$ cat config.mk
export PLATFORM = sky130hd
export DESIGN_NAME = simd_modified_immediate_exec_unit
export DESIGN_NICKNAME = d
export VERILOG_FILES = /design/src/hdl/smi_pkg.sv /design/src/hdl/smi_decode.sv /design/src/hdl/smi_vrf.sv /design/src/hdl/simd_modified_immediate_exec_unit.sv
export SDC_FILE = /design/constraint.sdc
export NUM_CORES = 2
export LEC_CHECK = 0
export ABC_CLOCK_PERIOD_IN_PS = 11030
export BUFFER_PORTS_ARGS = -buffer_cell sky130_fd_sc_hd__buf_2
export CAP_MARGIN = 20
export CELL_PAD_IN_SITES_DETAIL_PLACEMENT = 1
export CELL_PAD_IN_SITES_GLOBAL_PLACEMENT = 2
export CORE_ASPECT_RATIO = 1.5
export CORE_MARGIN = 10
export CORE_UTILIZATION = 35
export DETAILED_ROUTE_END_ITERATION = 8
export PLACE_DENSITY_LB_ADDON = 0.1
export SYNTH_ARGS = -nofsm -noshare
export SYNTH_HDL_FRONTEND = slang
export SYNTH_HIERARCHICAL = 1
export SYNTH_SLANG_ARGS = --single-unit
$ cat constraint.sdc
create_clock -name clk_i -period 11.03 [get_ports clk_i]
set_input_delay 3.309 -clock clk_i [delete_from_list [all_inputs] [get_ports clk_i]]
set_output_delay 3.309 -clock clk_i [all_outputs]
set_load 0.005 [all_outputs]
$ cat src/hdl/smi_pkg.sv
package smi_pkg;

  localparam logic [31:0] INSN_MASK  = 32'h9FF8_0400;
  localparam logic [31:0] INSN_MATCH = 32'h0F00_0400;
  localparam logic [3:0]  CMODE_FP   = 4'hF;

  localparam int unsigned IN_DATA_W  = 104;
  localparam int unsigned OUT_DATA_W = 200;

  typedef enum logic [1:0] {
    ST_EXECUTED  = 2'd0,
    ST_UNDEFINED = 2'd1,
    ST_UNHANDLED = 2'd2
  } smi_status_e;

  typedef struct packed {
    logic        matched;
    logic        reserved;
    logic        op;
    logic [3:0]  cmode;
    logic [4:0]  rd;
    logic [63:0] pat;
  } smi_dec_t;

  typedef struct packed {
    logic [63:0] next_pc;
    logic [63:0] result_high;
    logic [63:0] result_low;
    logic [4:0]  dest_register;
    smi_status_e status;
  } smi_result_t;

endpackage

$ cat src/hdl/smi_decode.sv
module smi_decode (
  input  logic [31:0]       insn_i,
  input  logic              full_width_i,
  output smi_pkg::smi_dec_t dec_o
);

  logic [7:0]  imm8;
  logic        a_bit;
  logic        b_bit;
  logic [5:0]  low6;
  logic        op;
  logic        o2;
  logic [3:0]  cmode;
  logic [63:0] pat;
  logic        reserved;
  logic [63:0] byte_mask;

  assign imm8  = {insn_i[18:16], insn_i[9:5]};
  assign a_bit = imm8[7];
  assign b_bit = imm8[6];
  assign low6  = imm8[5:0];
  assign op    = insn_i[29];
  assign o2    = insn_i[11];
  assign cmode = insn_i[15:12];

  always_comb begin
    for (int i = 0; i < 8; i++) begin
      byte_mask[i*8 +: 8] = {8{imm8[i]}};
    end
  end

  always_comb begin
    pat      = '0;
    reserved = 1'b0;
    if (o2) begin
      reserved = op || (cmode != smi_pkg::CMODE_FP);
      pat      = {4{a_bit, ~b_bit, {2{b_bit}}, low6, 6'b0}};
    end else begin
      unique case (cmode[3:1])
        3'd0: pat = {2{24'b0, imm8}};
        3'd1: pat = {2{16'b0, imm8, 8'b0}};
        3'd2: pat = {2{8'b0, imm8, 16'b0}};
        3'd3: pat = {2{imm8, 24'b0}};
        3'd4: pat = {4{8'b0, imm8}};
        3'd5: pat = {4{imm8, 8'b0}};
        3'd6: begin
          if (cmode[0]) pat = {2{8'b0, imm8, 16'hFFFF}};
          else          pat = {2{16'b0, imm8, 8'hFF}};
        end
        3'd7: begin
          priority if (!cmode[0] && !op) begin
            pat = {8{imm8}};
          end else if (!cmode[0]) begin
            pat = byte_mask;
          end else if (!op) begin
            pat = {2{a_bit, ~b_bit, {5{b_bit}}, low6, 19'b0}};
          end else begin
            reserved = !full_width_i;
            pat      = {a_bit, ~b_bit, {8{b_bit}}, low6, 48'b0};
          end
        end
        default: pat = '0;
      endcase
    end
  end

  assign dec_o.matched  = (insn_i & smi_pkg::INSN_MASK) == smi_pkg::INSN_MATCH;
  assign dec_o.reserved = reserved;
  assign dec_o.op       = op;
  assign dec_o.cmode    = cmode;
  assign dec_o.rd       = insn_i[4:0];
  assign dec_o.pat      = pat;

endmodule

$ cat src/hdl/smi_vrf.sv
module smi_vrf #(
  parameter int unsigned Depth = 32
) (
  input  logic                     clk_i,
  input  logic                     rst_ni,
  input  logic                     re_i,
  input  logic [$clog2(Depth)-1:0] raddr_i,
  output logic [127:0]             rdata_o,
  input  logic                     we_i,
  input  logic [$clog2(Depth)-1:0] waddr_i,
  input  logic [127:0]             wdata_i
);

  logic [127:0]     mem [Depth];
  logic [127:0]     rdata_q;
  logic [Depth-1:0] valid_q;
  logic [Depth-1:0] valid_d;

  always_comb begin
    valid_d = valid_q;
    if (we_i) valid_d[waddr_i] = 1'b1;
  end

  always_ff @(posedge clk_i or negedge rst_ni) begin
    if (!rst_ni) begin
      valid_q <= '0;
    end else begin
      valid_q <= valid_d;
    end
  end

  always_ff @(posedge clk_i) begin
    if (we_i) mem[waddr_i] <= wdata_i;
    if (re_i) begin
      priority if (we_i && (waddr_i == raddr_i)) begin
        rdata_q <= wdata_i;
      end else if (valid_q[raddr_i]) begin
        rdata_q <= mem[raddr_i];
      end else begin
        rdata_q <= '0;
      end
    end
  end

  assign rdata_o = rdata_q;

endmodule

$ cat src/hdl/simd_modified_immediate_exec_unit.sv
// channel   direction  tdata fields (lsb first)                          tuser  tlast
// s_axis    in         instruction[31:0] full_width[32] current_pc[96:33] -      -
// m_axis    out        status[1:0] dest_register[6:2] result_low[70:7]    -      -
//                      result_high[134:71] next_pc[198:135]
//
// One instruction per cycle unless the result stalls: the register file is read as the beat is accepted,
// then one pass of decode, expand and read-modify-write, then the result register.
// The vector register file write lands as the instruction leaves the input
// register; a beat accepted in that cycle takes the written value by bypass.
// Reset clears every vector register to zero at once (per-entry valid bits).
// A stalled result holds the input register; s_axis_tready drops only then.
module simd_modified_immediate_exec_unit #(
  parameter int unsigned VECTOR_REGISTERS = 32
) (
  input  logic                              clk_i,
  input  logic                              rst_ni,
  input  logic                              s_axis_tvalid,
  output logic                              s_axis_tready,
  input  logic [smi_pkg::IN_DATA_W-1:0]     s_axis_tdata,  // instruction, full_width, current_pc
  output logic                              m_axis_tvalid,
  input  logic                              m_axis_tready,
  output logic [smi_pkg::OUT_DATA_W-1:0]    m_axis_tdata   // status, dest_register, result_low,
                                                           // result_high, next_pc
);

  localparam int unsigned IdxW = $clog2(VECTOR_REGISTERS);

  logic               s1_valid_q;
  logic               s1_valid_d;
  logic [31:0]        s1_insn_q;
  logic               s1_full_q;
  logic [63:0]        s1_pc_q;
  logic               out_valid_q;
  logic               out_valid_d;
  smi_pkg::smi_result_t out_q;
  smi_pkg::smi_result_t res;
  smi_pkg::smi_dec_t  dec;
  logic               s1_adv;
  logic               in_fire;
  logic               executed;
  logic [127:0]       rdata;
  logic [63:0]        lo;
  logic [63:0]        hi;

  assign s1_adv        = s1_valid_q && (!out_valid_q || m_axis_tready);
  assign s_axis_tready = !s1_valid_q || s1_adv;
  assign in_fire       = s_axis_tvalid && s_axis_tready;

  assign s1_valid_d  = in_fire ? 1'b1 : (s1_adv ? 1'b0 : s1_valid_q);
  assign out_valid_d = s1_adv ? 1'b1 : ((out_valid_q && m_axis_tready) ? 1'b0 : out_valid_q);

  always_ff @(posedge clk_i or negedge rst_ni) begin
    if (!rst_ni) begin
      s1_valid_q  <= 1'b0;
      out_valid_q <= 1'b0;
    end else begin
      s1_valid_q  <= s1_valid_d;
      out_valid_q <= out_valid_d;
    end
  end

  always_ff @(posedge clk_i) begin
    if (in_fire) begin
      s1_insn_q <= s_axis_tdata[31:0];
      s1_full_q <= s_axis_tdata[32];
      s1_pc_q   <= s_axis_tdata[96:33];
    end
    if (s1_adv) out_q <= res;
  end

  smi_decode u_decode (
    .insn_i       (s1_insn_q),
    .full_width_i (s1_full_q),
    .dec_o        (dec)
  );

  assign executed = dec.matched && !dec.reserved;

  smi_vrf #(
    .Depth (VECTOR_REGISTERS)
  ) u_vrf (
    .clk_i   (clk_i),
    .rst_ni  (rst_ni),
    .re_i    (in_fire),
    .raddr_i (s_axis_tdata[IdxW-1:0]),
    .rdata_o (rdata),
    .we_i    (s1_adv && executed),
    .waddr_i (dec.rd[IdxW-1:0]),
    .wdata_i ({hi, lo})
  );

  always_comb begin
    lo = rdata[63:0];
    hi = rdata[127:64];
    priority if (dec.cmode[0] && (dec.cmode[3:2] != 2'b11)) begin
      if (dec.op) begin
        lo = lo & ~dec.pat;
        hi = hi & ~dec.pat;
      end else begin
        lo = lo | dec.pat;
        hi = hi | dec.pat;
      end
    end else if (dec.op && (dec.cmode[3:1] != 3'b111)) begin
      lo = ~dec.pat;
      hi = ~dec.pat;
    end else begin
      lo = dec.pat;
      hi = dec.pat;
    end
    if (!s1_full_q) hi = '0;
  end

  always_comb begin
    res.next_pc       = s1_pc_q;
    res.result_high   = '0;
    res.result_low    = '0;
    res.dest_register = '0;
    res.status        = smi_pkg::ST_UNHANDLED;
    if (dec.matched) begin
      if (dec.reserved) begin
        res.status = smi_pkg::ST_UNDEFINED;
      end else begin
        res.status        = smi_pkg::ST_EXECUTED;
        res.dest_register = dec.rd;
        res.result_low    = lo;
        res.result_high   = hi;
        res.next_pc       = s1_pc_q + 64'd4;
      end
    end
  end

  assign m_axis_tvalid = out_valid_q;
  assign m_axis_tdata  = {1'b0, out_q};

`ifndef SYNTH
  a_fail_zero: assert property (@(posedge clk_i) disable iff (!rst_ni)
    (out_valid_q && (out_q.status != smi_pkg::ST_EXECUTED)) |->
      (out_q.result_low == '0 && out_q.result_high == '0 && out_q.dest_register == '0))
    else $error("non-executed result carries data");

  a_half_zero: assert property (@(posedge clk_i) disable iff (!rst_ni)
    (s1_adv && executed && !s1_full_q) |-> (hi == '0))
    else $error("64-bit form writes upper half");

  a_stall_hold: assert property (@(posedge clk_i) disable iff (!rst_ni)
    (s1_valid_q && out_valid_q && !m_axis_tready) |=>
      (s1_valid_q && $stable(s1_insn_q) && $stable(s1_pc_q)))
    else $error("input register moved during stall");

  a_exec_pc: assert property (@(posedge clk_i) disable iff (!rst_ni)
    (s1_adv && !executed) |=> (out_q.next_pc == $past(s1_pc_q)))
    else $error("pc advanced without execution");
`endif

endmodule
Word-level counts from Yosys, hierarchy flattened --
Memory sizes are Yosys's and may differ from the RTL's. Index checks and enable logic that the tools add are counted.
Storage, ports and cells: memory bits (read-only) 0, output and inout bits 202, memory bits (writable) 4096, bits in latches 0, memories kept 1, register bits after elaboration 458
Cells by class: bitwise gates (word level) 8, magnitude comparators 3, divide/modulo/power cells 0, reduce and logical (&&, ||, !) cells 23, $add $sub $neg 1, equality and inequality tests 12, mux-type cells 32, shift-type cells 0, $mul 0
Memory list:
- u_vrf.mem | depth 32, bits a word 128, read ports 1, clocked after Yosys merged registers in 0, wr ports 1, RTL line smi_vrf.sv:14 | logic [127:0] mem [Depth];
Operators with widths (number):
- 64-bit case mux with 8 select lines | 1
- 64-bit 2-to-1 mux | 7
- 128-bit 2-to-1 mux | 2
- 199-bit 2-to-1 mux | 1
- 197-bit 2-to-1 mux | 1
- 64-bit AND | 2
- 64-bit OR | 2
- 63-bit 2-to-1 mux | 2
- 64-bit by 3-bit adder with 64-bit output, second input constant | 1
- 64-bit inverter | 1
- 57-bit 2-to-1 mux | 1
- 56-bit 2-to-1 mux | 1
- 32-bit OR | 1
- 1-bit 2-to-1 mux | 14
- 12-bit by 10-bit == test with 1-bit output, second input constant | 1
- 3-bit == test, second input constant | 4
- 5-bit by 6-bit less-than comparator with 1-bit output, second input constant | 2
- 1-bit logical AND | 10
- 3-bit by 2-bit == test with 1-bit output, second input constant | 2
- 1-bit zero test | 6
- 1-bit binary-select mux with 5-bit select | 1
- 1-bit demux with 5-bit select | 1
- 5-bit == test | 1
- 5-bit by 1-bit >= comparator with 1-bit output, second input constant | 1
- 9 further kinds | 13

Logic depth before layout (Yosys ltp) --
depth in word-level cells 13, mapped depth 18

By module --
The synthesis kept the hierarchy.
By module, submodules not included:
- smi_vrf | cells an instance 7573, area each 163216.5 um2, instances 1, sequential area each 127642.4 um2
- simd_modified_immediate_exec_unit | cells an instance 1157, area each 13494.2 um2, instances 1, sequential area each 8938.6 um2
- smi_decode | cells an instance 328, area each 1880.6 um2, instances 1, sequential area each 0.0 um2

Worst setup path before layout --
OpenSTA, ideal clock, no wires.
path kind input-to-reg, from input m_axis_tready, to register u_vrf.valid_q[28], cell stages on the path 7, data arrival time 10.331 ns, setup slack 0.600 ns, path buffers 2, path through nand2b_1 -> and3_1 -> clkbuf_1 -> or3b_2 -> clkbuf_1 -> nor2_1 -> or2_2
On the way: longest elaborated chain between the ends 3
Ends and longest elaborated chain:
- start: declaration | RTL line simd_modified_immediate_exec_unit.sv:21 | input logic m_axis_tready,
- 1-bit logical OR | RTL line simd_modified_immediate_exec_unit.sv:45 | assign s1_adv = s1_valid_q && (!out_valid_q || m_axis_tready);
- 1-bit logical AND | RTL line simd_modified_immediate_exec_unit.sv:45
- 1-bit logical AND | RTL line simd_modified_immediate_exec_unit.sv:87 | .we_i (s1_adv && executed),
- end signal: assignment | RTL line smi_vrf.sv:28 | valid_q <= valid_d;
- end: declaration | RTL line smi_vrf.sv:16 | logic [Depth-1:0] valid_q;
No other way between the ends. A chain may end at the register's enable or synchronous reset.

Final worst setup path --
from input m_axis_tready, to output s_axis_tready
On the way: longest elaborated chain between the ends 3
Ends and longest elaborated chain:
- 1-bit logical OR | RTL line simd_modified_immediate_exec_unit.sv:45
- 1-bit logical AND | RTL line simd_modified_immediate_exec_unit.sv:45
- 1-bit logical OR | RTL line simd_modified_immediate_exec_unit.sv:46 | assign s_axis_tready = !s1_valid_q || s1_adv;
- end: declaration | RTL line simd_modified_immediate_exec_unit.sv:18 | output logic s_axis_tready,
No other way between the ends.

==> qor.yml <==
drt-pass1-iter-count: 5
grt_start_max_net_pins: 112
io_buffers: 300
ctsRootBufferMaster: "clkbuf_16"
gp_congestion: 0.790
fp.dieH_um: 895
internal-power_w: 0.0292
drc: 0
power_frac_comb_pct: 6.9
synth_cells: 9057
stdcell_area_um2: 206000
setup_viol: 0
wl_per_cell_um: 36.9
post_cts_buffers: 0
end_kind: "output pin"
viasPerCell: 5.68
overflow: 0
maxSlewViolCount: 0
placed_cell_area_um2: 191000
drive_above_1_share_pct: 24.1
grt_pass1_vias: 102000
clk_pin_slew_ns: 0.05
max_freq_mhz: 141
dp_hpwl_um: 320000
slew_headroom_pct: 8.28
ys_warn_count: 6
postCtsResizedCells: 0
clock-sinks: 4553
cts_tree: "yes"
syn2layout_area_growth_pct: 15.6
die_area_um2: 540000
fin_nets: 9755
tns_ns: 0
cellLeakagePower_nw: 66.3
vias: 95600
antenna_found_initial: 38
htree_levels: 5
peakVddDrop_mv: 0.131
core_area_um2: 509000
rsz0062_at_grt: "no"
critPathKind: "input port to output pin"
hp-class: "flop to flop"
status: "finished clean"
rows: 321
critPathBufInv: 2
period_needed_ns: 7.09
pwr-share-clk_pct: 41.6
cpPeakStageDelay_ns: 0.19
worstPathRequired_ns: 7.72
clock_latency_ns: 1.07
grt_first_pass_wirelength_um: 849000
crit_fanout: 3
hold_viol_final: 0
die-width_um: 603
clockBufferDepth: 4
crit_chain: "buf_2 -> nand3b_1 -> buf_2"
critPathLaunchType: "input port"
p_per_area_nw_per_um2: 184
start_util_pct: 35.1
syn_nets: 9166
cts_made_buffers: 453
drtIter0Drc: 8950
pwr-share-seq_pct: 51.4
min_period_over_period_pct: 64.3
worstPathArrival_ns: 3.78
ant_nets: 0
io_pins: 310
worst_slew_pin_slew_ns: 1.38
drt-total-wl_um: 622000
power_switching_w: 0.00883
p_sw_share_pct: 23.2
syn_avg_cell_area_um2: 19.7
critical-path-top-delay-family: "buffers and inverters"
hold_buffers: 0
grt_usage_pct: 22.3
syn_area_um2: 179000
cap_violations: 0
critPathMostFrequentCell: "buf_2"
finClkSkew_ns: 0.0727
cp_slowest_cell: "nand3b_1"
[cell type report]
type	instances	area (µm²)
tap	6783	8490
multi-input combinational	3901	40200
timing repair buffer	705	6060
clock buffer	548	11800
fill	48200	302000
antenna	10	25.0
inverter	32	128
clock inverter	295	3150
sequential	4553	137000
[final timing paths]
kind                                         start                             to  slack [ns]  cells past startpoint
max in group asynchronous                   rst_ni  u_vrf/valid_q[19]$_DFFE_PN0P_        7.97                      1
min in group asynchronous                   rst_ni         s1_valid_q$_DFFE_PN0P_        2.41                      1
max                                  m_axis_tready                  s_axis_tready        3.94                      3
min reg2reg                   s1_pc_q[0]$_DFFE_PP_    m_axis_tdata[135]$_DFFE_PP_        0.43                      0
min                           s1_pc_q[0]$_DFFE_PP_    m_axis_tdata[135]$_DFFE_PP_        0.43                      0
max reg2reg                s1_insn_q[15]$_DFFE_PP_     u_vrf/mem[9][44]$_DFFE_PP_        4.37                     10
[per-layer routing]
layer  GRT usage [%]  vias to the layer above  routed length (µm)
li1                -                    38600                   -
met1            29.5                    53300              260000
met2            39.3                     2860              315000
met3            2.54                      786               28800
met4            5.69                        0               17500
met5               0                        -                   0
[layout by cell type (no fill, tap or decap), drive strengths merged, types with 42 or more instances in the layout]
cell and instances:
nand3 49, a22o 54, edfxtp 4519, clkinv 210, bufinv 55, o31ai 64, o21ba 45, clkbuf 550
o311ai 45, a221o 64, and2 78, nor2 247, buf 703, a21oi 354, o21ai 146, mux2i 590
mux4 746, a22oi 218, nor3 79, inv 42, nor2b 81, nand2b 82, o221ai 45, nand2 385
a221oi 226, xnor2 48
[power by group through the flow]
stage / combinational (W) / sequential (W) / clock [W]
3_3_place_gp: 0.00251 / 0.0199 / 0
6_report: 0.00264 / 0.0196 / 0.0158
2_1_floorplan: 0.00139 / 0.0200 / 0
3_5_place_dp: 0.00260 / 0.0199 / 0
5_1_grt: 0.00283 / 0.0196 / 0.0169
4_1_cts: 0.00260 / 0.0196 / 0.0162
[metrics by stage]
stage / power [W] / util [%] / instances / hold WS [ns] / setup slack, ns
global placement: 0.0225 / 37.4 / 15900 / 0.410 / 2.98
detailed placement: 0.0225 / 37.5 / 15900 / 0.407 / 2.95
CTS: 0.0384 / 40.4 / 16800 / 0.438 / 3.94
global route: 0.0393 / 40.6 / 16800 / 0.453 / 3.80
floorplan: 0.0214 / - / 9057 / 0.400 / 0.600
finish: 0.0381 / 40.6 / 16800 / 0.430 / 3.94
[registers in the layout, indices dropped and copies added (netlist names)]
signal and flops:
s1_full_q 1, u_vrf/rdata_o 128, m_axis_tdata 199, s1_pc_q 64
u_vrf/valid_q 32, s1_valid_q 1, u_vrf/mem 4096, m_axis_tvalid 1
s1_insn_q 31
No activity file was read; power rests on OpenSTA's default activity.
